<file path="src/rtl/deq_pkg.sv">
// ----------------------------------------------------------------------------
// deq_pkg
// Shared types and constants for the double-ended queue core.
// ----------------------------------------------------------------------------
package deq_pkg;

    localparam int unsigned DEPTH_DEF = 1024;
    localparam int unsigned WORD_W    = 32;

    localparam logic signed [WORD_W-1:0] NONE_WORD = -32'sd1;

    typedef enum logic [2:0] {
        MODE_PUSH_BACK  = 3'd0,
        MODE_PUSH_FRONT = 3'd1,
        MODE_POP_FRONT  = 3'd2,
        MODE_POP_BACK   = 3'd3,
        MODE_QUERY      = 3'd4
    } t_mode;

    typedef struct packed {
        logic signed [WORD_W-1:0] popped;
        logic                     pop_failed;
        logic                     push_dropped;
        logic signed [WORD_W-1:0] front_value;
        logic signed [WORD_W-1:0] back_value;
    } t_deq_res;

endpackage

</file>
<file path="src/rtl/deq_ctrl.sv">
// ----------------------------------------------------------------------------
// deq_ctrl
// Ring indices, occupancy, cached end words and inner-word prefetch with
// write bypass; computes the result of the current transaction.
// ----------------------------------------------------------------------------
module deq_ctrl #(
    parameter int unsigned DEPTH = deq_pkg::DEPTH_DEF,
    parameter int unsigned IDX_W = $clog2(DEPTH),
    parameter int unsigned CNT_W = $clog2(DEPTH + 1)
) (
    input  logic                             i_clk,
    input  logic                             i_rst_n,
    input  logic                             i_accept,
    input  deq_pkg::t_mode                   i_mode,
    input  logic signed [deq_pkg::WORD_W-1:0] i_value,
    input  logic [deq_pkg::WORD_W-1:0]       i_rdata_a,
    input  logic [deq_pkg::WORD_W-1:0]       i_rdata_b,
    output logic                             o_we,
    output logic [IDX_W-1:0]                 o_waddr,
    output logic [deq_pkg::WORD_W-1:0]       o_wdata,
    output logic [IDX_W-1:0]                 o_raddr_a,
    output logic [IDX_W-1:0]                 o_raddr_b,
    output deq_pkg::t_deq_res                o_res,
    output logic [CNT_W-1:0]                 o_count
);
    import deq_pkg::*;

    localparam logic [IDX_W-1:0] LAST_IDX = IDX_W'(DEPTH - 1);
    localparam logic [CNT_W-1:0] FULL_CNT = CNT_W'(DEPTH);

    function automatic logic [IDX_W-1:0] f_inc(input logic [IDX_W-1:0] idx);
        f_inc = (idx == LAST_IDX) ? '0 : idx + IDX_W'(1);
    endfunction

    function automatic logic [IDX_W-1:0] f_dec(input logic [IDX_W-1:0] idx);
        f_dec = (idx == '0) ? LAST_IDX : idx - IDX_W'(1);
    endfunction

    logic [IDX_W-1:0]         r_front_idx, n_front_idx;
    logic [IDX_W-1:0]         r_back_idx,  n_back_idx;
    logic [CNT_W-1:0]         r_count,     n_count;
    logic signed [WORD_W-1:0] r_front_val, n_front_val;
    logic signed [WORD_W-1:0] r_back_val,  n_back_val;
    logic                     r_byp_a,     n_byp_a;
    logic                     r_byp_b,     n_byp_b;
    logic [WORD_W-1:0]        r_byp_data;
    logic [WORD_W-1:0]        front2;
    logic [WORD_W-1:0]        back2;
    logic                     is_full;
    logic                     is_empty;

    assign front2   = r_byp_a ? r_byp_data : i_rdata_a;
    assign back2    = r_byp_b ? r_byp_data : i_rdata_b;
    assign is_full  = (r_count == FULL_CNT);
    assign is_empty = (r_count == '0);

    always_comb begin
        n_front_idx         = r_front_idx;
        n_back_idx          = r_back_idx;
        n_count             = r_count;
        n_front_val         = r_front_val;
        n_back_val          = r_back_val;
        o_we                = 1'b0;
        o_waddr             = r_back_idx;
        o_wdata             = i_value;
        o_res.popped        = NONE_WORD;
        o_res.pop_failed    = 1'b0;
        o_res.push_dropped  = 1'b0;
        if (i_accept) begin
            case (i_mode)
                MODE_PUSH_BACK: begin
                    if (is_full) begin
                        o_res.push_dropped = 1'b1;
                    end else begin
                        n_back_idx = f_inc(r_back_idx);
                        o_we       = 1'b1;
                        o_waddr    = n_back_idx;
                        n_back_val = i_value;
                        n_count    = r_count + CNT_W'(1);
                        if (is_empty) begin
                            n_front_val = i_value;
                        end
                    end
                end
                MODE_PUSH_FRONT: begin
                    if (is_full) begin
                        o_res.push_dropped = 1'b1;
                    end else begin
                        n_front_idx = f_dec(r_front_idx);
                        o_we        = 1'b1;
                        o_waddr     = n_front_idx;
                        n_front_val = i_value;
                        n_count     = r_count + CNT_W'(1);
                        if (is_empty) begin
                            n_back_val = i_value;
                        end
                    end
                end
                MODE_POP_FRONT: begin
                    if (is_empty) begin
                        o_res.pop_failed = 1'b1;
                    end else begin
                        o_res.popped = r_front_val;
                        n_front_idx  = f_inc(r_front_idx);
                        n_count      = r_count - CNT_W'(1);
                        n_front_val  = (r_count == CNT_W'(2)) ? r_back_val : front2;
                    end
                end
                MODE_POP_BACK: begin
                    if (is_empty) begin
                        o_res.pop_failed = 1'b1;
                    end else begin
                        o_res.popped = r_back_val;
                        n_back_idx   = f_dec(r_back_idx);
                        n_count      = r_count - CNT_W'(1);
                        n_back_val   = (r_count == CNT_W'(2)) ? r_front_val : back2;
                    end
                end
                default: begin
                end
            endcase
        end
        o_res.front_value = (n_count == '0) ? NONE_WORD : n_front_val;
        o_res.back_value  = (n_count == '0) ? NONE_WORD : n_back_val;
    end

    assign o_raddr_a = f_inc(n_front_idx);
    assign o_raddr_b = f_dec(n_back_idx);
    assign n_byp_a   = o_we && (o_waddr == o_raddr_a);
    assign n_byp_b   = o_we && (o_waddr == o_raddr_b);

    assign o_count           = n_count;

    always_ff @(posedge i_clk) begin
        if (!i_rst_n) begin
            r_front_idx <= '0;
            r_back_idx  <= LAST_IDX;
            r_count     <= '0;
            r_byp_a     <= 1'b0;
            r_byp_b     <= 1'b0;
        end else begin
            r_front_idx <= n_front_idx;
            r_back_idx  <= n_back_idx;
            r_count     <= n_count;
            r_byp_a     <= n_byp_a;
            r_byp_b     <= n_byp_b;
        end
        r_front_val <= n_front_val;
        r_back_val  <= n_back_val;
        r_byp_data  <= o_wdata;
    end

endmodule

</file>
<file path="config.mk">
export PLATFORM = sky130hd
export DESIGN_NAME = deq_ctrl
export DESIGN_NICKNAME = d
export VERILOG_FILES = /design/src/rtl/deq_pkg.sv /design/src/rtl/deq_ctrl.sv
export SDC_FILE = /design/constraint.sdc
export NUM_CORES = 1
export LEC_CHECK = 0
export ABC_AREA = 1
export BUFFER_PORTS_ARGS = -buffer_cell sky130_fd_sc_hd__buf_2
export CAP_MARGIN = 5
export CORE_ASPECT_RATIO = 1.75
export CORE_MARGIN = 3
export CORE_UTILIZATION = 30
export CTS_CLUSTER_DIAMETER = 200
export DETAILED_ROUTE_END_ITERATION = 10
export RECOVER_POWER = 25
export SYNTH_ARGS = -nofsm -noshare
export SYNTH_HDL_FRONTEND = slang
export SYNTH_SLANG_ARGS = --single-unit
</file>
<file path="constraint.sdc">
create_clock -name i_clk -period 5.38 [get_ports i_clk]
set_input_delay 0.538 -clock i_clk [delete_from_list [all_inputs] [get_ports i_clk]]
set_output_delay 0.538 -clock i_clk [all_outputs]
set_load 0.03 [all_outputs]
</file>
==> flow_summary.yaml <==
synthesis:
  ys_seq_elements: 129
  ys_types: 44
  synth.avg_cell_area_um2: 5.64
  yosys_warnings: 0
  syn_nets: 2372
  synth_area_um2: 12700
  ys_async_sr_fraction_pct: 0
  synth_edf_count: 0
  seq_area_frac_synth_pct: 20.3
  synth_flop_cell: "dfxtp_1"
  syn_inst: 2260
floorplanning:
  io_pins: 274
  die_h_um: 279
  rows: 99
  die_width_um: 162
  start_util_pct: 30.4
  core_area_um2: 41900
  die_area_um2: 45100
cells_and_area:
  final_core_util_pct: 35.0
  stdcell_area_um2: 14600
  syn_to_final_growth_pct: 14.9
  fill_cells: 4837
  drive_gt1_share_pct: 13.5
  nets: 2504
  antenna_cells: 0
setup_path:
  critPathRequiredTime_ns: 4.84
  reg2reg_to: "r_byp_b"
  cp_max_fo: 37
  worstSetupStartpoint: "r_count[0]"
  critPathCapture: "o_res[41]"
  critPathArrivalTime_ns: 4.47
  ff2ff_path_depth: 22
  start_kind: "flip-flop"
  end_kind: "primary output"
  r2r_slack_ns: 1.11
  timing.rr.start: "r_back_idx[0]"
  path_class: "reg2out"
sta:
  period_needed_ns: 5.01
  max_slew_margin_pct: 18.3
  finalCritPeriodShare_pct: 93.1
  fmax_mhz: 200
  rsz0062_at_grt: "false"
  setup_viol: 0
  tns_ns: 0
  worst_pin_slew_ns: 1.21
  maxSlewViolCount: 0
  fin_ws_ns: 0.373
  hold_violations: 0
  fin_skew_ns: 0.0118
outcome:
  outcome: "finished clean"
power:
  clkPwrFrac_pct: 29.0
  combPwrFrac_pct: 42.1
  design_power_total_mw: 4.18
  switchingPower_mw: 1.88
  power.share.switching_pct: 44.9
  sequentialPowerShare_pct: 28.9
  vdd_ir_drop_max_v: 0.000180
  leakage_nw: 6.84
  internal-power_mw: 2.30
  p_per_area_nw_per_um2: 285
clock_tree:
  cts_hold_buffers: 0
  post-cts-setup-buffers: 0
  cts_root_buf: "clkbuf_16"
  insertion_delay_ns: 0.45
  ctsResizeCount: 0
  cts.sinks: 129
  h-tree-depth: 4
  cts_tree: "built"
  numCtsBuffers: 17
  clkTransAtPathRegs_ns: 0.07
  clockBufferDepth: 2
placement:
  port_buffers: 273
  dp_slack_ns: 0.782
  dp_hpwl_um: 39000
  place.gp.congestion: 0.944
  dpl-instance-area_um2: 14100
routing:
  vias_per_cell: 5.39
  ant_nets: 0
  wirelength_um: 53900
  dr.pass1.iters: 8
  routedWlPerCell_um: 18.2
  vias: 16000
  post-route-drc-count: 0
  drt_iter0_markers: 1333
grt:
  track_usage_pct: 23.0
  grt-ovfl-total: 0
  grt_max_degree: 129
  antenna_found_initial: 3
  grt_pass1_wl_um: 82300
  first_global_vias: 15000
job:
  cap_violations: 0
min_path:
  min_path_type: "in2reg"
-- area by class of cell --
cell class              instances  area, um^2  area share (%)
inverters                     262         986            6.74
repair buffers                302        1520            10.4
well taps                     555         694            4.74
clock inverters                 9         106           0.727
clock buffers                  22         474            3.24
multi-input cells            1680        8280            56.5
flip-flops and latches        129        2580            17.7
-- power by group through the flow --
stage	registers [mW]	logic [mW]	clock network (mW)
2_1_floorplan	1.18	1.29	0
3_3_place_gp	1.22	1.75	0
3_5_place_dp	1.22	1.76	0
4_1_cts	1.20	1.77	1.23
5_1_grt	1.22	1.94	1.26
6_report	1.21	1.76	1.21
-- flip-flops by register name (all words and copies together) (netlist names) --
name / cells
r_front_val: 32
r_count: 11
r_byp_data: 32
r_back_idx: 10
r_front_idx: 10
r_byp_b: 1
r_back_val: 32
r_byp_a: 1
-- cell families after synthesis --
group                    after synthesis  share of synthesized area, %
XOR/XNOR                              23                          1.58
AND/OR/NAND/NOR                     1008                          33.2
flip-flops                           129                          20.3
adder cells (fa/ha/maj)               10                         0.982
buffers and inverters                451                          15.0
AO/OA/AOI/OAI                        639                          29.0
-- per-stage QoR --
stage	hold WS, ns	instances
finish	0.264	2959
global route	0.258	2959
CTS	0.208	2959
detailed placement	0.554	2928
global placement	0.542	2928
floorplan	0.518	2260
-- worst min path at each step --
stage	start	endpoint	cells past startpoint
2_1_floorplan	r_front_val[3]	r_front_val[3]	1
3_3_place_gp	r_front_val[3]	r_front_val[3]	1
3_5_place_dp	r_front_val[27]	r_front_val[27]	2
4_1_cts	i_value[20]	r_byp_data[20]	1
5_1_grt	i_value[20]	r_byp_data[20]	1
6_report	i_value[20]	r_byp_data[20]	1
-- layer usage --
layer,track usage (%),up-vias,part of all wire [%]
met3,2.85,164,5.7
li1,-,7712,-
met1,24.6,7410,36
met2,42.6,668,52
met4,14.1,4,6.0
met5,0,-,0.039
-- placed cells by master (no fill, tap or decap), drive strengths merged, types with 4 or more instances in the layout --
cell    instances
clkbuf         87
nor3            7
o21ai         246
inv           248
o211ai         85
nand3b          4
buf           237
dfxtp         129
nand4          23
o21a           40
a21oi         163
xor2           20
or2            32
nand3         152
nor2          287
a22oi          30
nand2         500
clkinv         18
o22ai          66
ha             10
-- cells in the mapped netlist, types with 20 or more instances --
cell type,instances,area (um^2)
buf_4,34,255
xor2_1,20,175
nand3_1,151,756
o21ai_0,235,1180
clkbuf_1,119,447
inv_1,235,882
o22ai_1,66,413
a21oi_1,162,811
or2_2,26,163
dfxtp_1,129,2580
nand4_1,22,138
o211ai_1,85,638
nor2_1,278,1040
o21a_1,40,300
nand2_1,498,1870
a22oi_1,30,225
-- worst max-delay path, stage by stage (launching register included) --
cell,delay (ns)
dfxtp_1,0.31
inv_1,0.16
ha_1,0.24
nand2_1,0.13
nor2_2,0.12
buf_4,0.21
nand2_4,0.16
inv_2,0.34
nor2_1,0.12
inv_1,0.09
o21ai_1,0.10
xor2_1,0.26
nand3_1,0.12
nor3_1,0.28
nand4_4,0.59
buf_4,0.46
nand2_1,0.09
buf_2,0.19
No activity file was read; power rests on OpenSTA's default activity.
